<file path="config.mk">
export PLATFORM = sky130hd
export DESIGN_NAME = peu_lane
export DESIGN_NICKNAME = d
export VERILOG_FILES = /design/src/sv/peu_pkg.sv /design/src/sv/peu_lane.sv
export SDC_FILE = /design/constraint.sdc
export NUM_CORES = 2
export LEC_CHECK = 0
export ABC_AREA = 1
export BUFFER_PORTS_ARGS = -buffer_cell sky130_fd_sc_hd__buf_2
export CORE_ASPECT_RATIO = 0.7
export CORE_MARGIN = 2
export CORE_UTILIZATION = 50
export CTS_BUF_LIST = sky130_fd_sc_hd__clkbuf_4
export CTS_CLUSTER_DIAMETER = 200
export DETAILED_ROUTE_END_ITERATION = 10
export GPL_TIMING_DRIVEN = 1
export PLACE_DENSITY = 0.75
export SETUP_SLACK_MARGIN = 0.1
export SYNTH_ARGS = -nofsm -noshare
export SYNTH_HDL_FRONTEND = slang
export SYNTH_SLANG_ARGS = --single-unit
</file>
<file path="constraint.sdc">
create_clock -name clk -period 16.9 [get_ports clk]
set_input_delay 0.845 -clock clk [delete_from_list [all_inputs] [get_ports clk]]
set_output_delay 0.845 -clock clk [all_outputs]
set_load 0.01 [all_outputs]
</file>
<file path="src/sv/peu_pkg.sv">
// Shared types, widths and codes for the multi-peak utility evaluator.
package peu_pkg;

	localparam int MAX_COMP_DEF = 8;

	localparam int POS_W = 24;
	localparam int SPAN_W = 23;
	localparam int UTIL_W = 16;
	localparam int DROP_W = 16;
	localparam int SLOPE_W = 32;
	localparam int IX_W = 16;
	localparam int CNT_W = 17;
	localparam int CC_W = 4;
	localparam int SLOT_W = 3;
	localparam int OUT_W = 19;
	localparam int CFG_W = 24;
	localparam int CFG_IX_W = 3;

	// point position, distance, fall and per-lane value widths
	localparam int PPOS_W = 41;
	localparam int DIST_W = 44;
	localparam int FALL_W = 39;
	localparam int LV_W = 24;
	localparam int LV_FLOOR = -(2 ** 22);

	localparam int OUT_MIN = -262144;
	localparam int OUT_MAX = 262143;

	localparam logic signed [UTIL_W-1:0] UTIL_RESET_MAX = 16'sd25600;

	// register indexes
	localparam logic [CFG_IX_W-1:0] REG_DOMAIN_LOW = 3'd0;
	localparam logic [CFG_IX_W-1:0] REG_DOMAIN_HIGH = 3'd1;
	localparam logic [CFG_IX_W-1:0] REG_DOMAIN_STEP = 3'd2;
	localparam logic [CFG_IX_W-1:0] REG_DOMAIN_COUNT = 3'd3;
	localparam logic [CFG_IX_W-1:0] REG_WRAP_ENABLE = 3'd4;
	localparam logic [CFG_IX_W-1:0] REG_COMBINE_MAX = 3'd5;
	localparam logic [CFG_IX_W-1:0] REG_COMP_COUNT = 3'd6;

	typedef enum logic {
		OP_EVAL = 1'b0,
		OP_LOAD = 1'b1
	} op_t;

	typedef enum logic [1:0] {
		ST_OK = 2'd0,
		ST_REJECT = 2'd1,
		ST_ERROR = 2'd2
	} status_t;

	typedef enum logic [1:0] {
		RG_PEAK,
		RG_BASE,
		RG_MIN
	} region_t;

	typedef enum logic [1:0] {
		LD_IDLE,
		LD_DIV,
		LD_COMMIT
	} ld_state_t;

	typedef struct packed {
		logic signed [POS_W-1:0] summit;
		logic [SPAN_W-1:0] peak_span;
		logic [SPAN_W-1:0] base_span;
		logic [DROP_W-1:0] drop;
		logic signed [UTIL_W-1:0] umin;
		logic signed [UTIL_W-1:0] umax;
		logic [SLOPE_W-1:0] peak_slope;
		logic [SLOPE_W-1:0] base_slope;
	} comp_t;

	typedef struct packed {
		logic signed [POS_W-1:0] low;
		logic signed [POS_W-1:0] high;
		logic [SPAN_W-1:0] step;
		logic wrap;
	} dom_cfg_t;

endpackage

</file>
<file path="src/sv/peu_lane.sv">
// One component lane: distance, fall multiply and capped value, three stages.
module peu_lane (
	input  logic                            clk,
	input  logic                            adv,
	input  logic signed [peu_pkg::PPOS_W-1:0] pos_s1,
	input  logic                            in_range_s1,
	input  peu_pkg::dom_cfg_t               cfg,
	input  peu_pkg::comp_t                  comp,
	output logic signed [peu_pkg::LV_W-1:0] value_s4
);
	import peu_pkg::*;

	localparam int PROD_W = SLOPE_W + SPAN_W;
	localparam int V_W = FALL_W + 3;

	region_t region_s2, region_s3;
	logic [SPAN_W-1:0] dlt_s2;
	logic in_range_s2, in_range_s3;
	logic [FALL_W-1:0] fall_s3;

	logic signed [DIST_W-1:0] pos, summit, lo, hi, step, p, b, left, right, sep, dd;
	region_t region;
	logic [SLOPE_W-1:0] slope;
	logic [PROD_W-1:0] prod;
	logic signed [V_W-1:0] v, mx, mn, de, fall;

	// stage 2: distance to summit and region
	always_comb begin
		pos = DIST_W'(pos_s1);
		summit = DIST_W'(comp.summit);
		lo = DIST_W'(cfg.low);
		hi = DIST_W'(cfg.high);
		step = $signed(DIST_W'(cfg.step));
		p = $signed(DIST_W'(comp.peak_span));
		b = $signed(DIST_W'(comp.base_span));
		left = '0;
		right = '0;
		if (!cfg.wrap) begin
			sep = (summit >= pos) ? summit - pos : pos - summit;
		end else begin
			if (summit > pos) begin
				right = summit - pos;
				left = (pos - lo) + (hi - summit) + step;
			end else begin
				left = pos - summit;
				right = (hi - pos) + (summit - lo) + step;
			end
			sep = (left < right) ? left : right;
		end
		if (sep < 0) sep = '0;
		if (sep <= p) begin
			region = RG_PEAK;
			dd = sep;
		end else if (sep <= p + b) begin
			region = RG_BASE;
			dd = sep - p;
		end else begin
			region = RG_MIN;
			dd = '0;
		end
	end

	// stage 3: fall = slope * offset, Q16 fraction dropped
	always_comb begin
		slope = (region_s2 == RG_PEAK) ? comp.peak_slope : comp.base_slope;
		prod = PROD_W'(slope) * PROD_W'(dlt_s2);
	end

	// stage 4: value, capped at max, floored for the combiner
	always_comb begin
		mx = V_W'(comp.umax);
		mn = V_W'(comp.umin);
		de = (comp.peak_span == '0) ? '0 : $signed(V_W'(comp.drop));
		fall = $signed(V_W'(fall_s3));
		case (region_s3)
			RG_PEAK: v = mx - fall;
			RG_BASE: v = mx - de - fall;
			default: v = mn;
		endcase
		if (!in_range_s3) v = mn;
		if (v > mx) v = mx;
		if (v < $signed(V_W'(LV_FLOOR))) v = $signed(V_W'(LV_FLOOR));
	end

	always_ff @(posedge clk) begin
		if (adv) begin
			region_s2 <= region;
			dlt_s2 <= dd[SPAN_W-1:0];
			in_range_s2 <= in_range_s1;
			region_s3 <= region_s2;
			fall_s3 <= prod[PROD_W-1:16];
			in_range_s3 <= in_range_s2;
			value_s4 <= v[LV_W-1:0];
		end
	end

endmodule

</file>
==> results.sh <==
export IMPL_drt_wl_total_um=198000
export IMPL_critical_path_reg2reg_startpoint="region_s2[0]"
export IMPL_final_antenna_net_count=0
export IMPL_crit_top_cell="nand2_1"
export IMPL_setup_violations=0
export IMPL_top_usage_layer="met1"
export IMPL_finalCritPeriodShare_pct=78.6
export IMPL_met1_usage_pct=52.2
export IMPL_r2r_cells=31
export IMPL_cts_tree="done"
export IMPL_finish_utilization_pct=53.4
export IMPL_ys_types=66
export IMPL_fillCellCount=10600
export IMPL_clk_latency_ns=0.57
export IMPL_cts_sinks=92
export IMPL_tns_ns=0
export IMPL_avgViaCountPerCell=5.62
export IMPL_cap_viol_max_count=0
export IMPL_cts_resized=0
export IMPL_cts_buffers_inserted=9
export IMPL_worstHoldPathType="reg2reg"
export IMPL_crit_fanout=25
export IMPL_postCtsSetupBuffers=0
export IMPL_cpPeakStageDelay_ns=0.59
export IMPL_place_port_buffers=321
export IMPL_maxSlewHeadroom_pct=17.7
export IMPL_die_x_um=399
export IMPL_antenna_found_initial=9
export IMPL_worstSetupStartpointType="primary input"
export IMPL_yosys_warnings=0
export IMPL_grt_max_degree=58
export IMPL_cts_root_buf="clkbuf_4"
export IMPL_synth_area_um2=54600
export IMPL_first_iter_violations=5547
export IMPL_cts_clk_slew_worst_paths_ns=0.17
export IMPL_cp_required_ns=17.21
export IMPL_use_met2_pct=50.4
export IMPL_worst_setup_path_type="in2reg"
export IMPL_numPlacedInstances=9151
export IMPL_final_cell_count_no_fill=9175
export IMPL_worstHoldStart="in_range_s2"
export IMPL_critPathTopFamily="compound AO/OA/AOI/OAI gates"
export IMPL_yosysSeqAreaShare_pct=5.06
export IMPL_clock_skew_ns=0.0428
export IMPL_row_count=101
export IMPL_arrival_ns=13.60
export IMPL_gp_congestion=1.10
export IMPL_fin_nets=9518
export IMPL_overflow=0
export IMPL_yosys_register_bits=92
export IMPL_crit_path_top_delay_cell="a2111oi_0"
export IMPL_htree_levels=3
export IMPL_rrSetupSlack_ns=6.12
export IMPL_final_layout_size_suffix_gt1_share_pct=7.43
export IMPL_drc_errors=0
export IMPL_vias=51500
export IMPL_synth_nets=9325
export IMPL_hold_depth=0
export IMPL_synth_edf_count=92
export IMPL_syn_to_final_growth_pct=5.90
export IMPL_period_needed_ns=13.29
export IMPL_wire_per_inst_um=21.6
export IMPL_outcome="complete, no violations"
export IMPL_start_util_pct=50.4
export IMPL_synth_ff_type="edfxtp_1"
export IMPL_grt_pass1_vias=50800
export IMPL_startpoint="comp[158]"
export IMPL_gr_usage_met3_pct=11.9
export IMPL_holdPathEnd="in_range_s3"
export IMPL_dpl_hpwl_um=170000
export IMPL_avgSynthCellArea_um2=7.26
export IMPL_async_flop_share_pct=0
export IMPL_cts_hold_buf=0
export IMPL_postSynthCellCount=7528
export IMPL_rr_endpoint="fall_s3[33]"
export IMPL_hold_viol_final=0
export IMPL_ios=322
export IMPL_slew_viol_final=0
export IMPL_rsz0062_at_grt="false"
export IMPL_max_clock_path_buffers=2
export IMPL_die_area_um2=112000
export IMPL_tightest_slew_ns=1.23
export IMPL_end_kind="flip-flop"
export IMPL_worst_path_buf_inv=10
export IMPL_core_um2=108000
export IMPL_grt_pass1_wl_um=302000
export IMPL_fmax_mhz=75.2
export IMPL_die_h_um=281
export IMPL_grt_usage_pct=35.6
export IMPL_dr_pass1_iters=6
==> placed cells by master, fill, tap and decap left out, types with 145 or more instances in the layout <==
| master | count |
|---|---|
| xor2_1 | 145 |
| nand2_1 | 1724 |
| o21ai_0 | 327 |
| nor2_1 | 486 |
| a21oi_1 | 547 |
| fa_1 | 859 |
| inv_1 | 1661 |
| ha_1 | 640 |
| nand3_1 | 165 |
| buf_2 | 320 |
==> cells by family after synthesis <==
family | count (synthesis) | synth area share, %
AND/OR/NAND/NOR | 2625 | 19.7
buffers and inverters | 1919 | 13.4
adder cells (fa/ha/maj) | 1499 | 46.1
multiplexers | 11 | 0.202
flip-flops | 92 | 5.06
AO/OA/AOI/OAI | 1138 | 11.5
XOR/XNOR | 244 | 3.91
==> worst register-to-register path: cells and delay by family, from the launching register on <==
kind | cells | cell delay (ns)
AOI/OAI and AO/OA | 11 | 3.48
xor gates and xnor gates | 1 | 0.34
adders and majority gates | 8 | 3.55
buffers and inverters | 8 | 1.99
DFF | 1 | 0.46
and+or+nand+nor | 3 | 0.76
==> metal layers <==
metal  part of all wire, %  vias up
met4                   2.5        4
met5                 0.029        -
li1                      -    23600
met3                    14      254
met1                    44    25000
met2                    40     2732
==> synthesized netlist by cell type, drive strengths merged (5+ instances only) <==
master   instances  area share, %
clkbuf         161            1.1
nand4           51           0.62
a31oi           41           0.47
nor2           515            3.7
o31ai           11           0.15
a211oi          28           0.38
clkinv          19           0.13
ha             640             15
edfxtp          92            5.1
o2111ai          7           0.11
nor3            49           0.47
o21a            23           0.32
mux2i           11           0.20
o221ai           6          0.096
o21ai          349            3.2
a21o            26           0.36
a21boi          15           0.21
o211ai          17           0.23
buf             54           0.62
a2111oi          5          0.080
o21bai          32           0.44
inv           1685             12
xor2           145            2.3
a221oi           6          0.096
fa             859             31
nand3          190            2.0
xnor2           99            1.6
nor4            13           0.15
o22ai           10           0.11
a21oi          549            5.0
nand2         1745             12
or2             50           0.57
==> registers in the layout (all words and copies together) (netlist names) <==
register,count
region_s2,2
dlt_s2,23
fall_s3,39
region_s3,2
value_s4,24
in_range_s2,1
in_range_s3,1
==> worst max path at each step <==
stage                        end  slack (ns)  depth (start not counted)
global placement    region_s2[1]        3.09                         52
CTS                 region_s2[1]        3.55                         52
global route           dlt_s2[6]        2.72                         57
finish              region_s2[1]        3.61                         56
floorplan             dlt_s2[18]        6.65                         48
detailed placement  region_s2[1]        2.98                         52
==> layout make-up <==
type	instances	area [um^2]	share of cell area (%)
sequential	92	2760	4.78
multi-input combinational	5517	44500	77.0
tap	1442	1800	3.12
clock inverter	7	88.8	0.154
timing repair buffer	397	2180	3.77
clock buffer	9	67.6	0.117
inverter	1704	6400	11.1
antenna	7	17.5	0.0303
==> through the flow <==
stage | instance area (um^2) | hold WS [ns] | setup WS, ns
2_1_floorplan | 54600 | 0.400 | 6.65
3_3_place_gp | 57700 | 0.424 | 3.09
3_5_place_dp | 57700 | 0.414 | 2.98
4_1_cts | 57800 | 0.445 | 3.55
5_1_grt | 57800 | 0.444 | 2.72
6_report | 57900 | 0.458 | 3.61
Power is left out: the tool's default activity adds up to more than one toggle a clock period on the data nets, which glitch-free logic cannot reach.
