## config.mk

```make
export PLATFORM = sky130hd
export DESIGN_NAME = peu_div
export DESIGN_NICKNAME = d
export VERILOG_FILES = /design/src/sv/peu_pkg.sv /design/src/sv/peu_div.sv
export SDC_FILE = /design/constraint.sdc
export NUM_CORES = 1
export LEC_CHECK = 0
export ABC_AREA = 1
export BUFFER_PORTS_ARGS = -buffer_cell sky130_fd_sc_hd__buf_2
export CAP_MARGIN = 20
export CORE_ASPECT_RATIO = 0.75
export CORE_MARGIN = 2
export CORE_UTILIZATION = 45
export CTS_BUF_LIST = sky130_fd_sc_hd__clkbuf_8 sky130_fd_sc_hd__clkbuf_16
export DETAILED_ROUTE_END_ITERATION = 7
export GPL_TIMING_DRIVEN = 0
export HOLD_SLACK_MARGIN = 0.05
export PLACE_DENSITY = 0.7
export SYNTH_ARGS = -nofsm -noshare
export SYNTH_HDL_FRONTEND = slang
export SYNTH_SLANG_ARGS = --single-unit
```

## constraint.sdc

```tcl
create_clock -name clk -period 4.1 [get_ports clk]
set_input_delay 0.615 -clock clk [delete_from_list [all_inputs] [get_ports clk]]
set_output_delay 0.615 -clock clk [all_outputs]
set_load 0.03 [all_outputs]
```

## src/sv/peu_pkg.sv

```systemverilog
// Shared types, widths and codes for the multi-peak utility evaluator.
package peu_pkg;

	localparam int MAX_COMP_DEF = 8;

	localparam int POS_W = 24;
	localparam int SPAN_W = 23;
	localparam int UTIL_W = 16;
	localparam int DROP_W = 16;
	localparam int SLOPE_W = 32;
	localparam int IX_W = 16;
	localparam int CNT_W = 17;
	localparam int CC_W = 4;
	localparam int SLOT_W = 3;
	localparam int OUT_W = 19;
	localparam int CFG_W = 24;
	localparam int CFG_IX_W = 3;

	// point position, distance, fall and per-lane value widths
	localparam int PPOS_W = 41;
	localparam int DIST_W = 44;
	localparam int FALL_W = 39;
	localparam int LV_W = 24;
	localparam int LV_FLOOR = -(2 ** 22);

	localparam int OUT_MIN = -262144;
	localparam int OUT_MAX = 262143;

	localparam logic signed [UTIL_W-1:0] UTIL_RESET_MAX = 16'sd25600;

	// register indexes
	localparam logic [CFG_IX_W-1:0] REG_DOMAIN_LOW = 3'd0;
	localparam logic [CFG_IX_W-1:0] REG_DOMAIN_HIGH = 3'd1;
	localparam logic [CFG_IX_W-1:0] REG_DOMAIN_STEP = 3'd2;
	localparam logic [CFG_IX_W-1:0] REG_DOMAIN_COUNT = 3'd3;
	localparam logic [CFG_IX_W-1:0] REG_WRAP_ENABLE = 3'd4;
	localparam logic [CFG_IX_W-1:0] REG_COMBINE_MAX = 3'd5;
	localparam logic [CFG_IX_W-1:0] REG_COMP_COUNT = 3'd6;

	typedef enum logic {
		OP_EVAL = 1'b0,
		OP_LOAD = 1'b1
	} op_t;

	typedef enum logic [1:0] {
		ST_OK = 2'd0,
		ST_REJECT = 2'd1,
		ST_ERROR = 2'd2
	} status_t;

	typedef enum logic [1:0] {
		RG_PEAK,
		RG_BASE,
		RG_MIN
	} region_t;

	typedef enum logic [1:0] {
		LD_IDLE,
		LD_DIV,
		LD_COMMIT
	} ld_state_t;

	typedef struct packed {
		logic signed [POS_W-1:0] summit;
		logic [SPAN_W-1:0] peak_span;
		logic [SPAN_W-1:0] base_span;
		logic [DROP_W-1:0] drop;
		logic signed [UTIL_W-1:0] umin;
		logic signed [UTIL_W-1:0] umax;
		logic [SLOPE_W-1:0] peak_slope;
		logic [SLOPE_W-1:0] base_slope;
	} comp_t;

	typedef struct packed {
		logic signed [POS_W-1:0] low;
		logic signed [POS_W-1:0] high;
		logic [SPAN_W-1:0] step;
		logic wrap;
	} dom_cfg_t;

endpackage

```

## src/sv/peu_div.sv

```systemverilog
// Restoring divider, one quotient bit per cycle, for the slope calculation.
module peu_div #(
	parameter int NUM_W = 32,
	parameter int DEN_W = 23
) (
	input  logic             clk,
	input  logic             arst_n,
	input  logic             start,
	input  logic [NUM_W-1:0] num,
	input  logic [DEN_W-1:0] den,
	output logic             busy,
	output logic [NUM_W-1:0] quo
);
	import peu_pkg::*;

	localparam int CW = $clog2(NUM_W + 1);

	logic [CW-1:0] cnt_q;
	logic [NUM_W-1:0] quo_q;
	logic [DEN_W-1:0] rem_q;
	logic [DEN_W-1:0] den_q;
	logic [DEN_W:0] trial;
	logic take;

	// trial subtract of the next dividend bit
	always_comb begin
		trial = {rem_q, quo_q[NUM_W-1]};
		take = trial >= {1'b0, den_q};
	end

	always_ff @(posedge clk or negedge arst_n) begin
		if (!arst_n) begin
			cnt_q <= '0;
		end else if (start) begin
			cnt_q <= CW'(NUM_W);
		end else if (cnt_q != '0) begin
			cnt_q <= cnt_q - 1'b1;
		end
	end

	always_ff @(posedge clk) begin
		if (start) begin
			quo_q <= num;
			rem_q <= '0;
			den_q <= den;
		end else if (cnt_q != '0) begin
			quo_q <= {quo_q[NUM_W-2:0], take};
			rem_q <= take ? DEN_W'(trial - {1'b0, den_q}) : trial[DEN_W-1:0];
		end
	end

	assign busy = cnt_q != '0;
	assign quo = quo_q;

endmodule

```

==> results of run 1 <==
-- state kept, by name, summed over array words and instances, names as in the netlist --
name   flops
quo       32
den_q     23
rem_q     23
cnt_q      6
-- synthesized netlist by cell type (6+ instances only) --
| cell | count |
|---|---|
| nand2_1 | 312 |
| inv_1 | 100 |
| edfxtp_1 | 55 |
| nor2_1 | 47 |
| nand3_1 | 32 |
| ha_1 | 24 |
| dfxtp_1 | 23 |
| nor2_2 | 20 |
| a21oi_1 | 13 |
| nand2_2 | 10 |
| o21ai_1 | 8 |
| clkbuf_1 | 7 |
| nor3_1 | 7 |
| xnor2_1 | 7 |
| dfrtp_1 | 6 |
| nand4_1 | 6 |
-- area by class of cell --
class | instances | area (um^2) | share of cell area
clock inverter | 7 | 80.1 | 0.0130
tap | 140 | 175 | 0.0285
timing repair buffer | 91 | 478 | 0.0777
buffer | 14 | 95.1 | 0.0155
multi-input combinational | 511 | 2460 | 0.400
clock buffer | 9 | 225 | 0.0366
inverter | 101 | 379 | 0.0616
sequential | 84 | 2260 | 0.368
-- metrics by stage --
stage / setup slack (ns) / std cells
6_report: 1.48 / 957
5_1_grt: 1.25 / 957
4_1_cts: 1.46 / 957
3_5_place_dp: 1.09 / 941
3_3_place_gp: 0.999 / 940
2_1_floorplan: 1.81 / 710
-- cells in the final DEF, fill, tap and decap left out, drive strengths merged --
master,instances
bufinv,1
nand4,7
ha,24
xor2,5
dfrtp,6
or2,1
buf,98
nor3,8
o21bai,2
o21ai,10
fa,1
edfxtp,55
nand3b,4
clkinv,3
xnor2,7
dfxtp,23
nand3,32
o22ai,1
inv,103
clkinvlp,1
nor2,70
clkbuf,16
a21oi,14
and2,3
nand2,322
-- worst paths after layout --
| check | start | to | slack (ns) | cells past startpoint |
|---|---|---|---|---|
| worst max-delay path | start | rem_q[14]$_SDFFE_PP0P_ | 1.48 | 8 |
| worst min-delay path | arst_n | cnt_q[3]$_DFFE_PN0P_ | 0.08 | 1 |
| worst max register to register | quo[31]$_DFFE_PP_ | rem_q[16]$_SDFFE_PP0P_ | 1.55 | 14 |
| worst min register to register | cnt_q[0]$_DFFE_PN0P_ | cnt_q[0]$_DFFE_PN0P_ | 0.48 | 1 |
| max in group asynchronous | arst_n | cnt_q[2]$_DFFE_PN0P_ | 3.88 | 1 |
| min in group clk | den[19] | den_q[19]$_DFFE_PP_ | 0.43 | 1 |
-- per-layer routing --
layer	part of all wire	vias up	global-route usage
met2	0.43	134	0.324
met3	0.057	27	0.0446
met4	0.021	0	0.0727
met1	0.49	2159	0.311
li1	-	2405	-
met5	0	-	0
-- cells by family (layout without fill, tap and decap cells) --
kind of cell    after synthesis  after routing  synth area share
compound gates               27             27            0.0279
xor+xnor                     12             12            0.0202
fa+ha+maj                    25             25            0.0617
buf+inv                     115            222            0.0913
flops                        84             84             0.435
simple gates                447            447             0.363
-- report_power, final --
part           internal, W  switching [W]
Sequential         0.00110       0.000123
Combinational     0.000605        0.00113
Clock             0.000481       0.000362
Total              0.00219        0.00161
==> flow_summary.toml, run 1 <==
[synthesis]
yosysWarnings = 0
synthFlopType = "edfxtp_1"
yosysTopAreaCellShare = 0.318
synth_edf_count = 55
seq_area_frac_synth = 0.435
ys_ff_latch = 84
synth.distinct_cells = 34
synthArstFlopShare = 0.0714
netlist_top_cells_area = "edfxtp_1, nand2_1, dfxtp_1"
netlist_area_um2 = 5190
synth_area_per_cell_um2 = 7.32
syn-instance-count = 710
syn_nets = 793
yosys.area.top_type = "edfxtp_1"

[floorplan]
dieArea_um2 = 12400
die_w_um = 128
coreArea_um2 = 11100
fp-row-count = 33
io_pins = 91
initial_core_util = 0.468
die_y_um = 97.1

[timing]
maxSlewViolCount = 0
skew_ns = 0.0120
clock.fmax_mhz = 382
final.setup.tns_ns = 0
setup_viol = 0
worstMarginPinSlew_ns = 0.655
hold_violations = 0
min_period_ns = 2.62
relSlewSlack = 0.563
rsz0062_at_grt = "false"
fin_worst_hold_slack_ns = 0.0797
post-route-period-util = 0.639

[placed_design]
placedInstanceArea_um2 = 5850
dp_hpwl_mm = 9.97
routabilityCongestion = 0.924
io_buffers = 90

[power]
total_power_w = 0.00380
p_per_area_nw_per_um2 = 618
worst_ir_drop_vdd_uv = 220
leakagePower_nw = 3.23

[setup_path]
path_buf_inv = 4
cp-start-kind = "primary input"
slowest_stage = "buf_2"
slowest_delay_ns = 0.51
crit_family = "buffers and inverters"
worstSetupPathType = "in2reg"
crit_chain = "buf_2 -> clkbuf_1 -> clkinv_1 -> nand2_2 -> buf_2 -> nor2_1 -> nand2_1 -> nand2_1"
cp.required_ns = 4.34
cp.arrival_ns = 2.86
end_kind = "flip-flop"
crit_fanout = 24

[global_route]
grt_max_degree = 26
grt_antenna_before_repair = 0
grt.total_usage = 0.216
grt_first_pass_wirelength_mm = 21.2
grt_overflow = 0
grt_pass1_vias = 4445

[detailed_routing]
wirelength_mm = 12.9
routedWlPerCell_um = 13.5
drc = 0
via_count = 4725
avgViaCountPerCell = 4.94
drt_iter0_markers = 300
ant_nets = 0
firstDrtPassIters = 5

[worst_hold_path]
hold_path_class = "in2async"

[clocking]
clock_sinks = 84
cts_inserted_buffers = 9
clockRootBuffer = "clkbuf_16"
cts_buffer_depth = 2
cts_tree = "done"
hold_buffers = 0
clkLatencyLatePin_ns = 0.35
cts.clk_slew.worst_paths_ns = 0.06
postCtsSetupBuffers = 0
ctsResizeCount = 0
cts_max_level = 3

[layout]
fillers = 1086
final_area_um2 = 6150
area_growth_pct = 18.4
layout.nets = 895
drive_above_1_share = 0.185
diodes = 0
fin_util = 0.554

[outcome]
outcome = "finished, final reports clean"

[flow_run]
cap_violations = 0
(Power assumes the default switching activity.)
==> run 2, diff against run 1 <==
- clock period: 4.1 -> 2.6 ns (I/O delays scaled with it)
==> run 2 against run 1 <==
Critical path depth grew 6. Sequential cell count unchanged. Sequential power up 57%. Clock skew decreased by 0.0022 ns. Sequential share of layout area fell by 0.25 points. Core utilization is 0.37 points higher. Clock-buffer cell count did not move. Register-to-register slack got worse by 1.4 ns. First-iteration DRC count is 2.0% higher. Critical path type is now reg2reg. Largest cell class unchanged.
==> flow_summary.toml, run 2 (synthesized netlist as in run 1, its figures left out) <==
[outcome]
outcome = "finished, final reports clean"

[power]
p_per_area_nw_per_um2 = 976
worst_ir_drop_vdd_uv = 347
leakagePower_nw = 3.26

[timing]
post-route-period-util = 0.954
setup_viol = 0
relSlewSlack = 0.566
min_period_ns = 2.48
skew_ns = 0.00976
clock.fmax_mhz = 403
fin_worst_hold_slack_ns = 0.211
hold_violations = 0
maxSlewViolCount = 0
worstMarginPinSlew_ns = 0.651

[setup_path]
crit_fanout = 10
cp.required_ns = 2.84
crit_family = "simple AND/OR/NAND/NOR gates"
slowest_stage = "fa_1"
crit_chain = "inv_1 -> ha_1 -> fa_1 -> inv_1 -> nand3_1 -> nand2_2 -> nand2_1 -> nand2_2 -> nand2_2 -> nand4_4 -> buf_8 -> nand3_1 -> nand2_1 -> nand2_1"
cp.arrival_ns = 2.72
slowest_delay_ns = 0.42
worstSetupPathType = "reg2reg"
cp-start-kind = "flip-flop"
path_buf_inv = 3
r2r_slack_ns = 0.12
end_kind = "flip-flop"

[clocking]
cts_buffer_depth = 2
cts_tree = "done"
cts.clk_slew.worst_paths_ns = 0.07
cts_inserted_buffers = 9
clkLatencyLatePin_ns = 0.35
clock_sinks = 84
clockRootBuffer = "clkbuf_16"
cts_max_level = 3

[detailed_routing]
wirelength_mm = 13.0
via_count = 4699
firstDrtPassIters = 5
drt_iter0_markers = 306
ant_nets = 0
routedWlPerCell_um = 13.5
avgViaCountPerCell = 4.89
drc = 0

[global_route]
grt_use_met2 = 0.323
grt_overflow = 0
grt.total_usage = 0.216
grt_max_degree = 26
top_usage_layer = "met2"
grt_first_pass_wirelength_mm = 21.1
use_met3 = 0.0446
grt_pass1_vias = 4438
grt_antenna_before_repair = 0
met1_usage = 0.311

[layout]
layout.nets = 899
largest_reg_flops = 32
diodes = 0
area_growth_pct = 19.2
layout_commonest_cell = "nand2_1"
drive_above_1_share = 0.189
seq_area_um2 = 2260
fin_util = 0.558
fillers = 1084
layout_common_cells = "nand2_1, inv_1, buf_2"
multiInputGateArea_um2 = 2460

[floorplan]
fp-row-count = 33
coreArea_um2 = 11100
initial_core_util = 0.468
die_w_um = 128
io_pins = 91
dieArea_um2 = 12400
die_y_um = 97.1

[worst_hold_path]
hold_path_class = "in2reg"

[placed_design]
io_buffers = 90
routabilityCongestion = 0.924
dp_hpwl_mm = 9.97

[flow_run]
cap_violations = 0
==> run 2: changes by cell type in the layout (fill, tap and decap cells not counted) <==
| cell | previous run | this run |
|---|---|---|
| buf_4 | 1 | 3 |
| dlygate4sd3_1 | 0 | 1 |
| clkbuf_1 | 7 | 6 |
| buf_8 | 1 | 2 |
| clkbuf_2 | 0 | 1 |
==> run 2: cell type report <==
type | count | share of cell area
multi-input combinational | 511 | 0.397
sequential | 84 | 0.365
timing repair buffer | 95 | 0.0824
inverter | 101 | 0.0612
clock buffer | 9 | 0.0364
tap | 140 | 0.0283
buffer | 14 | 0.0168
clock inverter | 7 | 0.0129
==> run 2: path summary, 6_finish.rpt <==
| path | startpoint | to | depth (start not counted) |
|---|---|---|---|
| min reg2reg | rem_q[8]$_SDFFE_PP0P_ | rem_q[8]$_SDFFE_PP0P_ | 2 |
| min | den[19] | den_q[19]$_DFFE_PP_ | 1 |
| max | quo[31]$_DFFE_PP_ | rem_q[21]$_SDFFE_PP0P_ | 14 |
| max in group asynchronous | arst_n | cnt_q[2]$_DFFE_PN0P_ | 2 |
| max reg2reg | quo[31]$_DFFE_PP_ | rem_q[21]$_SDFFE_PP0P_ | 14 |
| min in group asynchronous | arst_n | cnt_q[3]$_DFFE_PN0P_ | 2 |
==> run 2: through the flow <==
step           area, um^2  worst slack (ns)  instances   TNS, ns  power (W)
2_1_floorplan        5190             0.311        710         0    0.00396
3_3_place_gp         5820            -0.276        940    -10.03    0.00457
3_5_place_dp         5850            -0.190        941     -2.33    0.00465
4_1_cts              6160            0.0824        958         0    0.00600
5_1_grt              6190          -0.00218        961  -0.00218    0.00648
6_report             6190             0.119        961         0    0.00605
==> run 2: repair_timing <==
action	in CTS	in global routing
endpoints found under the setup margin	0	12
buffers inserted	0	3
gates resized for setup	0	4
hold buffers	1	0
hold endpoints to repair	6	0
==> run 2: worst register-to-register path: stages, from the launching register on <==
cell and delay, ns:
edfxtp_1 0.39, inv_1 0.06, ha_1 0.24, fa_1 0.42, inv_1 0.11, nand3_1 0.09, nand2_2 0.12, nand2_1 0.07
nand2_2 0.14, nand2_2 0.10, nand4_4 0.17, buf_8 0.18, nand3_1 0.14, nand2_1 0.10, nand2_1 0.05
==> run 2: power breakdown <==
group          total (W)  switching (W)  leakage (nW)  internal [W]
registers        0.00193       0.000194         0.841       0.00174
clock network    0.00133       0.000571         0.148      0.000758
logic            0.00278        0.00179          2.27      0.000997
==> run 2: metal layers <==
| metal | vias up | routed length, um |
|---|---|---|
| met5 | - | 0 |
| met4 | 0 | 232 |
| met3 | 25 | 653 |
| met2 | 120 | 5700 |
| met1 | 2142 | 6380 |
| li1 | 2412 | - |
==> run 3, diff against run 2 <==
- RECOVER_POWER: not set -> 100
==> run 3 against run 2 <==
Design area is 1.4% lower. Wire length rose by 0.38%. Final cell count unchanged. Total power decreased by 1.2%. Clock power hardly changed. Sequential power is essentially flat. Critical path depth is the same. Register-to-register slack about the same. Via count increased by 0.21%. Maximum frequency fell by 0.50%. Critical path type unchanged. Highest routed layer unchanged.
==> flow_summary.toml, run 3 (synthesized netlist as in run 1, its figures left out) <==
[timing]
min_period_ns = 2.49
rsz0062_at_grt = "false"
skew_ns = 0.0138
post-route-period-util = 0.959
maxSlewViolCount = 0
clock.fmax_mhz = 401
setup_viol = 0
relSlewSlack = 0.564
worst_slack_ns = 0.107
worstMarginPinSlew_ns = 0.653
hold_violations = 0

[flow_run]
cap_violations = 0

[detailed_routing]
ant_nets = 0
wirelength_mm = 13.0
via_count = 4709
routedWlPerCell_um = 13.5
firstDrtPassIters = 5
drc = 0
drt_iter0_markers = 293
avgViaCountPerCell = 4.90

[setup_path]
crit_chain = "inv_1 -> ha_1 -> fa_1 -> inv_1 -> nand3_1 -> nand2_2 -> nand2_1 -> nand2_2 -> nand2_2 -> nand4_4 -> buf_8 -> nand3_1 -> nand2_1 -> nand2_1"
cp-startpoint = "quo[31]$_DFFE_PP_"
cp-start-kind = "flip-flop"
slowest_delay_ns = 0.42
end_kind = "flip-flop"
path_buf_inv = 3
reg2reg_from = "quo[31]$_DFFE_PP_"
cp.arrival_ns = 2.73
crit_fanout = 10
cp.required_ns = 2.84
crit_family = "simple AND/OR/NAND/NOR gates"
slowest_stage = "fa_1"
worstSetupPathType = "reg2reg"

[outcome]
outcome = "finished, final reports clean"

[layout]
finalNonFillerCells = 961
layout_commonest_cell = "nand2_1"
diodes = 0
area_growth_pct = 17.6
layout_common_cells = "nand2_1, inv_1, buf_2"
layout.nets = 899
largest_reg_flops = 32
fillers = 1104
drive_above_1_share = 0.141

[clocking]
clockRootBuffer = "clkbuf_16"
cts_inserted_buffers = 9
cts.clk_slew.worst_paths_ns = 0.07
clock_sinks = 84
clkLatencyLatePin_ns = 0.35
cts_max_level = 3
cts_tree = "done"
cts_buffer_depth = 2

[floorplan]
initial_core_util = 0.468
die_y_um = 97.1
dieArea_um2 = 12400
fp-row-count = 33
coreArea_um2 = 11100
die_w_um = 128
io_pins = 91

[placed_design]
routabilityCongestion = 0.924
dp.cells = 941
dp_hpwl_mm = 9.97
dp_slack_ns = -0.190
io_buffers = 90

[power]
seq_power_share = 0.323
netSwitchingFraction = 0.426
clockPowerShare = 0.223
leakagePower_nw = 3.14
power_frac_comb = 0.454
power.internal_w = 0.00343
p_sw_w = 0.00254
p_per_area_nw_per_um2 = 978
worst_ir_drop_vdd_uv = 342

[worst_hold_path]
hold_path_class = "in2reg"
hp-start = "den[19]"

[global_route]
grt_pass1_vias = 4438
grt.total_usage = 0.216
grt_first_pass_wirelength_mm = 21.1
grt_max_degree = 26
grt_overflow = 0
grt_antenna_before_repair = 0
## run 3: worst reg2reg max path: cells and delay by family (launching register included)
kind / cells / cell delay (ns)
fa+ha+maj: 2 / 0.66
buf+inv: 3 / 0.35
flops: 1 / 0.39
simple gates: 9 / 0.98
## run 3: per-stage QoR
step	power (W)	area [um^2]	hold WS, ns	setup TNS [ns]	utilization
final	0.00598	6110	0.209	0	0.550
after CTS	0.00600	6160	0.205	0	0.555
after floorplan	0.00396	5190	0.0944	0	-
after global placement	0.00457	5820	0.216	-10.03	0.524
after detailed placement	0.00465	5850	0.225	-2.33	0.527
after global routing	0.00640	6110	0.204	0	0.550
## run 3: power groups by stage
stage / sequential (W) / combinational (W) / clock (W)
floorplan: 0.00212 / 0.00184 / 0
global placement: 0.00195 / 0.00262 / 0
detailed placement: 0.00196 / 0.00269 / 0
CTS: 0.00193 / 0.00271 / 0.00135
global route: 0.00197 / 0.00303 / 0.00140
finish: 0.00193 / 0.00271 / 0.00133
## run 3: cell type report
class / instances / area, um^2 / area share
buffer: 14 / 95.1 / 0.0156
clock buffer: 9 / 225 / 0.0369
clock inverter: 7 / 80.1 / 0.0131
inverter: 101 / 379 / 0.0621
multi-input combinational: 511 / 2440 / 0.399
sequential: 84 / 2260 / 0.370
tap: 140 / 175 / 0.0287
timing repair buffer: 95 / 454 / 0.0743
## run 3: timing repair
item,CTS,global route
setup endpoints to repair,0,12
hold endpoints to repair,6,0
buffers inserted,0,3
hold buffers,1,0
gates resized for setup,0,4
## run 3: final timing paths
kind,slack [ns],endpoint,cells after the start
worst max register to register,0.11,rem_q[21]$_SDFFE_PP0P_,14
worst max-delay path,0.11,rem_q[21]$_SDFFE_PP0P_,14
max in group asynchronous,1.91,cnt_q[1]$_DFFE_PN0P_,2
worst min register to register,0.48,cnt_q[0]$_DFFE_PN0P_,1
worst min-delay path,0.21,den_q[19]$_DFFE_PP_,1
min in group asynchronous,0.45,cnt_q[3]$_DFFE_PN0P_,2
## run 3: per-layer routing
metal / vias to the layer above / routed length [um] / track usage / part of all wire
met2: 116 / 5700 / 0.323 / 0.44
met1: 2152 / 6480 / 0.311 / 0.50
li1: 2416 / - / - / -
met5: - / 0 / 0 / 0
met3: 25 / 607 / 0.0446 / 0.047
met4: 0 / 231 / 0.0727 / 0.018
